--- src/rtl/vda_pkg.sv ---
// Types and constants of the vector distance accumulator
package vda_pkg;

    localparam int IN_W       = 16;
    localparam int DIFF_W     = IN_W + 1;
    localparam int TERM_W     = 2 * DIFF_W;
    localparam int ACC_W      = 44;
    localparam int DIST_W     = 28;
    localparam int ROOT_STEPS = ACC_W / 2;
    localparam int CNT_W      = $clog2(ROOT_STEPS);
    localparam int DATA_W     = 32;
    localparam int ADDR_W     = 3;

    localparam logic [ACC_W-1:0]  ACC_MAX  = {ACC_W{1'b1}};
    localparam logic [DIST_W-1:0] DIST_MAX = {DIST_W{1'b1}};

    // register index of the mode register
    localparam logic REG_NORM_MODE = 1'b0;

    typedef enum logic [1:0] {
        MODE_NONZERO = 2'd0,
        MODE_SUM     = 2'd1,
        MODE_EUCLID  = 2'd2,
        MODE_MAX     = 2'd3
    } t_mode;

    localparam t_mode MODE_RESET = MODE_EUCLID;

    typedef enum logic [1:0] {
        ST_RUN,
        ST_WAIT,
        ST_ROOT,
        ST_SEND
    } t_state;

    typedef struct packed {
        logic take;
        logic out_load_fin;
        logic root_init;
        logic root_step;
    } t_cmd;

    typedef struct packed {
        logic fin_done;
        logic root_last;
    } t_stat;

endpackage

--- src/rtl/vda_ctrl.sv ---
// Controller state machine of the vector distance accumulator
module vda_ctrl
    import vda_pkg::*;
(
    input  logic  i_clk,
    input  logic  i_rst_n,
    input  logic  i_valid,
    input  logic  i_last,
    input  logic  i_ready,
    input  t_mode i_mode,
    input  t_stat i_stat,
    output logic  o_ready,
    output logic  o_valid,
    output t_cmd  o_cmd
);

    t_state r_state;
    t_state n_state;

    // hold the state
    always_ff @(posedge i_clk) begin
        if (!i_rst_n) begin
            r_state <= ST_RUN;
        end else begin
            r_state <= n_state;
        end
    end

    // advance the state
    always_comb begin
        n_state = r_state;
        unique case (r_state)
            ST_RUN: begin
                if (i_valid && i_last) begin
                    n_state = ST_WAIT;
                end
            end
            ST_WAIT: begin
                if (i_stat.fin_done) begin
                    n_state = (i_mode == MODE_EUCLID) ? ST_ROOT : ST_SEND;
                end
            end
            ST_ROOT: begin
                if (i_stat.root_last) begin
                    n_state = ST_SEND;
                end
            end
            ST_SEND: begin
                if (i_ready) begin
                    n_state = ST_RUN;
                end
            end
            default: n_state = ST_RUN;
        endcase
    end

    // drive handshakes and datapath commands
    always_comb begin
        o_ready = 1'b0;
        o_valid = 1'b0;
        o_cmd   = '0;
        unique case (r_state)
            ST_RUN: begin
                o_ready    = 1'b1;
                o_cmd.take = i_valid;
            end
            ST_WAIT: begin
                if (i_stat.fin_done) begin
                    o_cmd.root_init    = (i_mode == MODE_EUCLID);
                    o_cmd.out_load_fin = (i_mode != MODE_EUCLID);
                end
            end
            ST_ROOT: begin
                o_cmd.root_step = 1'b1;
            end
            ST_SEND: begin
                o_valid = 1'b1;
            end
            default: o_cmd = '0;
        endcase
    end

endmodule

--- src/rtl/vda_dpath.sv ---
// Datapath: difference pipeline, accumulator, square root unit, result register
module vda_dpath
    import vda_pkg::*;
#(
    parameter int ELEM_WIDTH = 16
) (
    input  logic                     i_clk,
    input  logic                     i_rst_n,
    input  t_cmd                     i_cmd,
    input  t_mode                    i_mode,
    input  logic signed [IN_W-1:0]   i_elem_a,
    input  logic signed [IN_W-1:0]   i_elem_b,
    input  logic                     i_last,
    output t_stat                    o_stat,
    output logic        [DIST_W-1:0] o_distance,
    output logic                     o_saturated
);

    localparam int SH = IN_W - ELEM_WIDTH;

    // stage 1: absolute difference
    logic signed [IN_W-1:0]   w_a;
    logic signed [IN_W-1:0]   w_b;
    logic signed [DIFF_W-1:0] w_d;
    logic        [DIFF_W-1:0] w_abs;
    logic                     r_s1_v;
    logic                     r_s1_last;
    logic        [DIFF_W-1:0] r_diff;

    // stage 2: term to fold
    logic                     r_s2_v;
    logic                     r_s2_last;
    logic        [TERM_W-1:0] r_term;
    logic        [TERM_W-1:0] n_term;

    // accumulator
    logic        [ACC_W-1:0]  r_acc;
    logic        [ACC_W-1:0]  n_acc;
    logic                     r_clip;
    logic                     n_clip;
    logic        [ACC_W:0]    w_sum;
    logic        [ACC_W-1:0]  w_term_x;
    logic        [ACC_W-1:0]  r_fin;
    logic                     r_fin_clip;
    logic                     r_fin_done;

    // square root unit
    logic        [ACC_W-1:0]  r_rem;
    logic        [ACC_W-1:0]  r_res;
    logic        [CNT_W-1:0]  r_cnt;
    logic        [ACC_W-1:0]  w_bit;
    logic        [ACC_W-1:0]  w_trial;
    logic        [ACC_W:0]    w_sub;
    logic        [ACC_W-1:0]  n_rem;
    logic        [ACC_W-1:0]  n_res;

    // result register
    logic        [DIST_W-1:0] r_dist;
    logic                     r_sat;

    // take the low element bits as two's complement at the element width
    assign w_a   = $signed(i_elem_a <<< SH) >>> SH;
    assign w_b   = $signed(i_elem_b <<< SH) >>> SH;
    assign w_d   = DIFF_W'(w_a) - DIFF_W'(w_b);
    assign w_abs = w_d[DIFF_W-1] ? DIFF_W'(-w_d) : DIFF_W'(w_d);

    always_ff @(posedge i_clk) begin
        if (!i_rst_n) begin
            r_s1_v <= 1'b0;
        end else begin
            r_s1_v <= i_cmd.take;
        end
        if (i_cmd.take) begin
            r_diff    <= w_abs;
            r_s1_last <= i_last;
        end
    end

    // form the term under the current mode
    always_comb begin
        case (i_mode)
            MODE_NONZERO: n_term = TERM_W'(r_diff != '0);
            MODE_EUCLID:  n_term = r_diff * r_diff;
            default:      n_term = TERM_W'(r_diff);
        endcase
    end

    always_ff @(posedge i_clk) begin
        if (!i_rst_n) begin
            r_s2_v <= 1'b0;
        end else begin
            r_s2_v <= r_s1_v;
        end
        if (r_s1_v) begin
            r_term    <= n_term;
            r_s2_last <= r_s1_last;
        end
    end

    // fold the term: saturating add, or running maximum
    assign w_term_x = ACC_W'(r_term);
    assign w_sum    = {1'b0, r_acc} + {1'b0, w_term_x};

    always_comb begin
        n_acc  = r_acc;
        n_clip = r_clip;
        if (i_mode == MODE_MAX) begin
            if (w_term_x > r_acc) begin
                n_acc = w_term_x;
            end
        end else if (w_sum[ACC_W]) begin
            n_acc  = ACC_MAX;
            n_clip = 1'b1;
        end else begin
            n_acc = w_sum[ACC_W-1:0];
        end
    end

    // update the accumulator, and on the final pair hand it over and clear
    always_ff @(posedge i_clk) begin
        if (!i_rst_n) begin
            r_acc      <= '0;
            r_clip     <= 1'b0;
            r_fin_done <= 1'b0;
        end else begin
            r_fin_done <= r_s2_v && r_s2_last;
            if (r_s2_v) begin
                if (r_s2_last) begin
                    r_acc  <= '0;
                    r_clip <= 1'b0;
                end else begin
                    r_acc  <= n_acc;
                    r_clip <= n_clip;
                end
            end
        end
        if (r_s2_v && r_s2_last) begin
            r_fin      <= n_acc;
            r_fin_clip <= n_clip;
        end
    end

    // one square root digit per cycle
    assign w_bit   = ACC_W'(1) << {r_cnt, 1'b0};
    assign w_trial = r_res + w_bit;
    assign w_sub   = {1'b0, r_rem} - {1'b0, w_trial};

    always_comb begin
        if (!w_sub[ACC_W]) begin
            n_rem = w_sub[ACC_W-1:0];
            n_res = (r_res >> 1) + w_bit;
        end else begin
            n_rem = r_rem;
            n_res = r_res >> 1;
        end
    end

    always_ff @(posedge i_clk) begin
        if (i_cmd.root_init) begin
            r_rem <= r_fin;
            r_res <= '0;
            r_cnt <= CNT_W'(ROOT_STEPS - 1);
        end else if (i_cmd.root_step) begin
            r_rem <= n_rem;
            r_res <= n_res;
            r_cnt <= r_cnt - CNT_W'(1);
        end
    end

    // load the result, clipping the direct value at the distance range
    always_ff @(posedge i_clk) begin
        if (i_cmd.out_load_fin) begin
            if (r_fin > ACC_W'(DIST_MAX)) begin
                r_dist <= DIST_MAX;
                r_sat  <= 1'b1;
            end else begin
                r_dist <= r_fin[DIST_W-1:0];
                r_sat  <= r_fin_clip;
            end
        end else if (i_cmd.root_step && (r_cnt == '0)) begin
            r_dist <= n_res[DIST_W-1:0];
            r_sat  <= r_fin_clip;
        end
    end

    assign o_stat.fin_done  = r_fin_done;
    assign o_stat.root_last = (r_cnt == '0);
    assign o_distance       = r_dist;
    assign o_saturated      = r_sat;

endmodule

--- src/rtl/vector_distance_accumulator_top.sv ---
// Top level of the vector distance accumulator with its register port
//
// Element pairs are taken at one per cycle while a vector streams in. The
// pair marked last closes the vector: input stalls from that transfer until
// the result is taken. The pair passes a three-deep pipeline (difference,
// term, accumulator) and then the result register, which shows a count,
// sum or maximum result directly; in euclidean mode the iterative square
// root unit comes in between and finds the 22 root digits one at a time.
// Nothing needs clearing after reset. The mode register lies at byte
// address 0 and is read back there; change it only while no vector is in
// progress.
module vector_distance_accumulator_top
    import vda_pkg::*;
#(
    parameter int ELEM_WIDTH = 16
) (
    input  logic                     i_clk,
    input  logic                     i_rst_n,
    input  logic                     i_valid,
    output logic                     o_ready,
    input  logic signed [IN_W-1:0]   i_elem_a,
    input  logic signed [IN_W-1:0]   i_elem_b,
    input  logic                     i_last,
    output logic                     o_valid,
    input  logic                     i_ready,
    output logic        [DIST_W-1:0] o_distance,
    output logic                     o_saturated,
    input  logic                     psel,
    input  logic                     penable,
    input  logic                     pwrite,
    input  logic        [ADDR_W-1:0] paddr,
    input  logic        [DATA_W-1:0] pwdata,
    output logic        [DATA_W-1:0] prdata,
    output logic                     pready
);

    t_mode r_mode;
    t_cmd  w_cmd;
    t_stat w_stat;
    logic  w_wr;
    logic  w_idx;

    // decode register transfers
    assign pready = 1'b1;
    assign w_idx  = paddr[ADDR_W-1];
    assign w_wr   = psel && penable && pwrite;

    always_ff @(posedge i_clk) begin
        if (!i_rst_n) begin
            r_mode <= MODE_RESET;
        end else if (w_wr && (w_idx == REG_NORM_MODE)) begin
            r_mode <= t_mode'(pwdata[1:0]);
        end
    end

    always_comb begin
        unique case (w_idx)
            REG_NORM_MODE: prdata = DATA_W'(r_mode);
            default:       prdata = '0;
        endcase
    end

    vda_ctrl u_ctrl (
        .i_clk   (i_clk),
        .i_rst_n (i_rst_n),
        .i_valid (i_valid),
        .i_last  (i_last),
        .i_ready (i_ready),
        .i_mode  (r_mode),
        .i_stat  (w_stat),
        .o_ready (o_ready),
        .o_valid (o_valid),
        .o_cmd   (w_cmd)
    );

    vda_dpath #(
        .ELEM_WIDTH (ELEM_WIDTH)
    ) u_dpath (
        .i_clk       (i_clk),
        .i_rst_n     (i_rst_n),
        .i_cmd       (w_cmd),
        .i_mode      (r_mode),
        .i_elem_a    (i_elem_a),
        .i_elem_b    (i_elem_b),
        .i_last      (i_last),
        .o_stat      (w_stat),
        .o_distance  (o_distance),
        .o_saturated (o_saturated)
    );

endmodule

--- config.mk ---
export PLATFORM = sky130hd
export DESIGN_NAME = vector_distance_accumulator_top
export DESIGN_NICKNAME = d
export VERILOG_FILES = /design/src/rtl/vda_pkg.sv /design/src/rtl/vda_ctrl.sv /design/src/rtl/vda_dpath.sv /design/src/rtl/vector_distance_accumulator_top.sv
export SDC_FILE = /design/constraint.sdc
export NUM_CORES = 1
export LEC_CHECK = 0
export BUFFER_PORTS_ARGS = -buffer_cell sky130_fd_sc_hd__buf_2
export CORE_UTILIZATION = 60
export CTS_CLUSTER_SIZE = 30
export DETAILED_ROUTE_END_ITERATION = 8
export PLACE_DENSITY = 0.78
export SYNTH_ARGS = -nofsm -noshare
export SYNTH_HDL_FRONTEND = slang
export SYNTH_SLANG_ARGS = --single-unit
--- constraint.sdc ---
create_clock -name i_clk -period 11.9 [get_ports i_clk]
set_input_delay 0.595 -clock i_clk [delete_from_list [all_inputs] [get_ports i_clk]]
set_output_delay 0.595 -clock i_clk [all_outputs]
set_load 0.02 [all_outputs]
==> impl_metrics.ini, run 1 <==
[clocking]
numCtsBuffers = 31
htreeDepth = 1
cts_tree = done
clk_latency_ns = 0.59
clkTransAtPathRegs_ns = 0.06
cts_resized = 0
clock-sinks = 272
root_buffer = clkbuf_16
clockBufferDepth = 3
cts_hold_buf = 0
post-cts-setup-buffers = 0

[timing]
finalHoldViolCount = 0
slew_headroom = 0.140
fin_tns_setup_ns = 0
tightest_slew_ns = 1.28
clock.fmax_ghz = 0.124
finClkSkew_ns = 0.0133
period_share = 0.675
rsz0062_at_grt = no
finalMaxSlewViolations = 0
fin_crit_ns = 8.03
setup_violations = 0

[worst_hold_path]
hp-class = in -> reg

[critical_path]
path_class = reg -> reg
critPathLaunchType = register
crit_arrival_ns = 8.23
crit_required_ns = 12.10
cp_max_fo = 44
end_kind = register

[synth]
synth.avg_cell_area_um2 = 8.78
syn_inst = 3227
synth_edf_count = 171
synth_sequential_area_ratio = 0.253
ys_warn_count = 0
synth_area_mm2 = 0.0283
ys_ff_latch = 272
ys_types = 86
async_flop_share = 0
synth_top_flop_cell = edfxtp_1

[grt]
grt_max_degree = 71
grt_use_total = 0.299
grt_use_met2 = 0.521
antenna_found_initial = 0
gr-usage-met1 = 0.364
grt-busiest-layer = met2
grt_overflow = 0
met3_usage = 0.0353
grt_pass1_vias = 22600
grt_pass1_wl_um = 114000

[placement]
io_buffers = 75
hpwl_um = 54600
place_congestion = 0.984

[status]
outcome = completed

[detailed_routing]
drt_iter0_drc = 2060
ant_nets = 0
firstDrtPassIters = 6
wirelength_um = 71800
wl_per_cell_um = 18.6
avgViaCountPerCell = 6.01
drc_errors = 0
vias = 23200

[floorplanning]
die_y_um = 219
start_util = 0.609
fp.coreArea_mm2 = 0.0466
io_pins = 139
die_w_um = 219
die-area_mm2 = 0.0481
rows = 79

[finish]
fill_cells = 3792
drive_above_1_share = 0.0633
fin_nets = 3792
area.growth.synth_to_final_pct = 6.29
diodes = 0

[run]
drv_cap = 0
placed cells by master (no fill, tap or decap), types with 17 or more instances in the layout:
| cell | instances |
|---|---|
| a21oi_1 | 246 |
| nor4_1 | 20 |
| clkbuf_16 | 31 |
| xor2_1 | 88 |
| fa_1 | 195 |
| buf_4 | 26 |
| o21ai_0 | 165 |
| nor2_1 | 245 |
| ha_1 | 291 |
| edfxtp_1 | 171 |
| o21bai_1 | 29 |
| and3_1 | 29 |
| nand4_1 | 24 |
| buf_2 | 75 |
| or3_1 | 17 |
| nand3_1 | 46 |
| nor3_1 | 73 |
| conb_1 | 31 |
| and2_1 | 61 |
| nand2_1 | 258 |
| xnor2_1 | 120 |
| inv_1 | 404 |
| o21a_1 | 25 |
| nand2b_1 | 28 |
| a21o_1 | 54 |
| a31oi_1 | 46 |
| dfxtp_1 | 101 |
| mux2i_1 | 46 |
| a22o_1 | 27 |
| nor2b_1 | 35 |
| o31ai_1 | 20 |
path summary, 6_finish.rpt:
| path | cells after the start | start | slack (ns) | to |
|---|---|---|---|---|
| max reg2reg | 27 | u_dpath.r_cnt[0]$_SDFFE_PP1P_ | 3.87 | u_dpath.r_rem[10]$_DFFE_PP_ |
| min | 1 | i_last | 0.24 | u_dpath.r_s1_last$_DFFE_PP_ |
| min reg2reg | 2 | u_dpath.r_clip$_SDFFE_PN0P_ | 0.48 | u_dpath.r_clip$_SDFFE_PN0P_ |
| max | 27 | u_dpath.r_cnt[0]$_SDFFE_PP1P_ | 3.87 | u_dpath.r_rem[10]$_DFFE_PP_ |
metrics by stage:
step                      std cells  instance area, um^2  worst slack (ns)   util  hold WS [ns]
final                          3862                30100              3.87  0.647         0.237
after floorplan                3256                28400              4.75      -         0.400
after detailed placement       3804                29100              3.91  0.625         0.458
after global placement         3804                29100              4.07  0.625         0.459
after global routing           3862                30100              3.33  0.647         0.225
after CTS                      3862                30100              3.84  0.647         0.216
cell type report:
class / count / area [um^2] / area share
clock buffers: 35 / 801 / 0.0266
clock inverters: 23 / 225 / 0.00748
inverters: 404 / 1520 / 0.0503
multi-input cells: 2420 / 19100 / 0.634
flip-flops and latches: 272 / 7160 / 0.238
well taps: 607 / 759 / 0.0252
repair buffers: 101 / 571 / 0.0189
Yosys cell counts (10+ instances only):
cell | number | share of area
inv_1 | 404 | 0.054
ha_1 | 292 | 0.13
nand2_1 | 259 | 0.034
a21oi_1 | 246 | 0.043
nor2_1 | 245 | 0.032
fa_1 | 195 | 0.14
edfxtp_1 | 171 | 0.18
o21ai_0 | 166 | 0.029
xnor2_1 | 120 | 0.037
clkbuf_1 | 112 | 0.015
dfxtp_1 | 101 | 0.071
xor2_1 | 88 | 0.027
nor3_1 | 73 | 0.013
and2_1 | 63 | 0.014
a21o_1 | 54 | 0.014
a31oi_1 | 47 | 0.010
nand3_1 | 47 | 0.0083
mux2i_1 | 46 | 0.016
nor2b_1 | 36 | 0.0079
buf_4 | 34 | 0.0090
and3_1 | 29 | 0.0064
o21bai_1 | 29 | 0.0077
nand2b_1 | 28 | 0.0062
a22o_1 | 27 | 0.0083
o21a_1 | 25 | 0.0066
nand4_1 | 24 | 0.0053
nor4_1 | 20 | 0.0044
o31ai_1 | 20 | 0.0053
a211oi_1 | 17 | 0.0045
or3_1 | 17 | 0.0038
a31o_2 | 16 | 0.0049
a311oi_1 | 11 | 0.0034
buf_1 | 10 | 0.0013
layer usage:
metal	vias up	routed length [um]
li1	11000	-
met1	11100	28800
met2	886	34700
met3	197	4660
met4	0	3710
met5	-	0
cell families after synthesis:
logic type      count (synthesis)  share of synthesized area
simple gates                  885                      0.148
compound gates                757                      0.170
buf+inv                       564                     0.0794
fa+ha+maj                     487                      0.267
flops                         272                      0.253
xor+xnor                      208                     0.0643
mux                            52                     0.0186
other cells                     2                   0.000265
critical path, stage by stage (launching register included):
cell and delay (ns):
dfxtp_1 0.43, inv_1 0.11, ha_1 0.24, nand2b_1 0.20
nor3_1 0.17, ha_1 0.25, ha_1 0.22, a21oi_1 0.22
o21bai_1 0.12, a31o_2 0.28, a21o_1 0.19, o221ai_1 0.41
a311oi_1 0.25, o41a_1 0.41, a31o_2 0.28, nor2b_1 0.12
o21ai_0 0.19, xor2_1 0.11, ha_1 0.37, nand4_1 0.17
or4_1 0.54, a211o_1 0.27, o2111a_1 0.15, or3_1 0.43
o21ai_2 0.15, buf_4 0.33, nand2_1 0.16, nand2_2 0.84
registers in the layout, summed over array words and instances (netlist names):
signal               cells
u_dpath.r_fin_done       1
u_dpath.r_res           44
u_dpath.r_rem           44
u_dpath.r_diff          17
u_dpath.r_clip           1
u_dpath.r_s1_v           1
u_dpath.r_s2_last        1
u_dpath.o_distance      28
u_dpath.r_s1_last        1
u_dpath.r_fin_clip       1
u_dpath.r_acc           44
u_dpath.r_term          34
u_dpath.r_s2_v           1
r_mode                   2
u_dpath.r_fin           44
u_dpath.o_saturated      1
u_dpath.r_cnt            5
u_ctrl.r_state           2
Power of run 1 is left out: the tool's default activity adds up to more than one toggle a clock period on the data nets, which glitch-free logic cannot reach.
==> inputs of run 2 (changes only) <==
--- a/config.mk
+++ b/config.mk
@@ -5,11 +5,12 @@
 export SDC_FILE = /design/constraint.sdc
 export NUM_CORES = 1
 export LEC_CHECK = 0
+export ABC_AREA = 1
 export BUFFER_PORTS_ARGS = -buffer_cell sky130_fd_sc_hd__buf_2
-export CORE_UTILIZATION = 60
+export CORE_UTILIZATION = 59
 export CTS_CLUSTER_SIZE = 30
 export DETAILED_ROUTE_END_ITERATION = 8
-export PLACE_DENSITY = 0.78
+export PLACE_DENSITY = 0.8
 export SYNTH_ARGS = -nofsm -noshare
 export SYNTH_HDL_FRONTEND = slang
 export SYNTH_SLANG_ARGS = --single-unit
==> constraint.sdc (replaced) <==
create_clock -name i_clk -period 7 [get_ports i_clk]
set_input_delay 0.35 -clock i_clk [delete_from_list [all_inputs] [get_ports i_clk]]
set_output_delay 0.35 -clock i_clk [all_outputs]
set_load 0.02 [all_outputs]
==> run 2 against run 1 <==
Against the previous run:
- the flow now finishes with violations (capacitance limit)
- sequential cell count unchanged
- critical endpoint is now u_dpath.o_distance[5]$_DFFE_PP_
- first-iteration DRC count up 44%
- global-route usage is 10 points higher
- critical path depth decreased by 3
- maximum frequency is 20% higher
- clock skew increased by 0.0084 ns
- area after synthesis up 18%
==> impl_metrics.ini, run 2 <==
[grt]
grt_use_total = 0.398
antenna_found_initial = 3
grt_pass1_wl_um = 173000
grt_pass1_vias = 31000
grt_overflow = 0
grt_max_degree = 65

[clocking]
post-cts-setup-buffers = 0
cts_tree = done
clkTransAtPathRegs_ns = 0.07
numCtsBuffers = 34
clk_latency_ns = 0.57
clockBufferDepth = 3
root_buffer = clkbuf_16
cts_resized = 0
clock-sinks = 272
htreeDepth = 2

[detailed_routing]
ant_nets = 0
avgViaCountPerCell = 5.66
wl_per_cell_um = 19.7
firstDrtPassIters = 9
drc_errors = 0
drt_iter0_drc = 2957
wirelength_um = 113000
vias = 32400

[finish]
diodes = 0
final_cell_mix = nand2_1 (1257), inv_1 (904), nor2_1 (424)
area.growth.synth_to_final_pct = 6.61
fin_nets = 5513
final_common_cell = nand2_1
stdcell_count = 5725
drive_above_1_share = 0.0470

[timing]
finClkSkew_ns = 0.0217
tightest_slew_ns = 1.47
rsz0062_at_grt = no
finalHoldViolCount = 0
slew_headroom = 0.0101
finalMaxSlewViolations = 0
setup_violations = 0
clock.fmax_ghz = 0.150
fin_crit_ns = 6.68
fin_tns_setup_ns = 0
period_share = 0.954

[synth]
synth_top_flop_cell = edfxtp_1
async_flop_share = 0
ys_types = 59
synth_area_mm2 = 0.0334
yosysMostFrequentCell = nand2_1
ys_warn_count = 0
syn_inst = 4914
synthDominantCellAreaShare = 0.154
ys_ff_latch = 272
yosys.area.top_type = edfxtp_1
synth_area_leaders = edfxtp_1 (15%), nand2_1 (14%), fa_1 (12%), ha_1 (11%), inv_1 (10%)
synth.avg_cell_area_um2 = 6.80
yosys-top-cells-count = nand2_1 (1258), inv_1 (906), nor2_1 (427)
synth_sequential_area_ratio = 0.214
synth_edf_count = 171

[status]
outcome = complete, but fails checks
violations = capacitance limit

[critical_path]
crit_arrival_ns = 7.08
end_kind = register
cp_max_fo = 29
crit_chain = ha_1 -> nand2_1 -> nor2_1 -> ha_1 -> nand2_1 -> o21ai_0 -> a21oi_1 -> o21ai_0 -> a21oi_1 -> o21ai_0 -> a21oi_1 -> xor2_1 -> ha_1 -> a21oi_1 -> o21ai_0 -> a21oi_1 -> nor2_1 -> nor2_1 -> nand3_2 -> buf_12 -> buf_4 -> o21ai_0 -> nand2_1 -> nand2_1
worst-r2r-cell-count = 24
crit_required_ns = 7.40
reg2reg_to = u_dpath.o_distance[5]$_DFFE_PP_
critPathLaunchType = register
path_class = reg -> reg
r2r-start = u_dpath.r_cnt[0]$_SDFFE_PP1P_
crit_path_max_incr_delay_ns = 0.90
rrSetupSlack_ns = 0.32
critPathSlowestCell = o21ai_0

[placement]
hpwl_um = 89600
io_buffers = 75
place_congestion = 1.06
placed_cells = 5660

[floorplanning]
fp.coreArea_mm2 = 0.0555
die_y_um = 240
rows = 86
start_util = 0.602
die-area_mm2 = 0.0576
io_pins = 139
die_w_um = 240

[worst_hold_path]
holdPathEnd = u_dpath.r_s2_v$_SDFF_PN0_
min_delay_path_depth = 3
hp-class = in -> reg
hold_start = i_rst_n

[run]
drv_cap = 1
[run 2: metal layers]
layer	GRT usage	up-vias	routed length (um)
li1	-	15600	-
met1	0.472	15100	42500
met2	0.638	1337	51000
met3	0.0824	391	9630
met4	0.300	6	9690
met5	0	-	46
[run 2: worst max-delay path: cells and delay by family (launching register included)]
family                     cells  cell delay (ns)
AOI/OAI and AO/OA             10             2.90
xor gates and xnor gates       1             0.39
adders and majority gates      3             0.82
buffers and inverters          2             0.41
DFF                            1             0.39
and+or+nand+nor                8             1.54
[run 2: final cells by class]
cell class | instances | area, um^2
Fill cell | 5270 | 19900
Timing Repair Buffer | 121 | 751
Sequential cell | 272 | 7160
Tap cell | 748 | 936
Inverter | 921 | 3460
Multi-Input combinational cell | 3601 | 22200
Clock buffer | 45 | 976
Clock inverter | 17 | 204
[run 2: per-stage QoR]
step	hold slack, ns	util	area, um^2	setup WS [ns]
after floorplan	0.400	-	33500	1.13
after global placement	0.413	0.620	34400	0.785
after detailed placement	0.418	0.620	34400	0.683
after CTS	0.00559	0.642	35600	0.654
after global routing	0.0492	0.642	35600	0.200
final	0.0321	0.642	35600	0.319
[run 2: what timing repair did]
| action | in CTS | in global routing |
|---|---|---|
| endpoints found under the setup margin | 0 | 0 |
| hold endpoints to repair | 2 | 0 |
| hold buffers | 2 | 0 |
[run 2: kinds of logic after synthesis]
| kind of cell | count (synthesis) | share of synthesized area |
|---|---|---|
| xor gates and xnor gates | 149 | 0.0390 |
| and+or+nand+nor | 2222 | 0.279 |
| DFF | 272 | 0.214 |
| adders and majority gates | 487 | 0.226 |
| buffers and inverters | 1070 | 0.127 |
| AOI/OAI and AO/OA | 712 | 0.115 |
| other | 2 | 0.000225 |
[run 2: worst max path at each step]
| stage | startpoint | end | slack, ns |
|---|---|---|---|
| global placement | u_dpath.r_diff[7]$_DFFE_PP_ | u_dpath.r_term[28]$_DFFE_PP_ | 0.78 |
| floorplan | u_dpath.r_diff[5]$_DFFE_PP_ | u_dpath.r_term[28]$_DFFE_PP_ | 1.13 |
| CTS | u_dpath.r_diff[4]$_DFFE_PP_ | u_dpath.r_term[33]$_DFFE_PP_ | 0.65 |
| detailed placement | u_dpath.r_diff[7]$_DFFE_PP_ | u_dpath.r_term[28]$_DFFE_PP_ | 0.68 |
| finish | u_dpath.r_cnt[0]$_SDFFE_PP1P_ | u_dpath.o_distance[5]$_DFFE_PP_ | 0.32 |
| global route | u_dpath.r_cnt[0]$_SDFFE_PP1P_ | u_dpath.o_distance[4]$_DFFE_PP_ | 0.20 |
Power of run 2 is left out for the same reason.
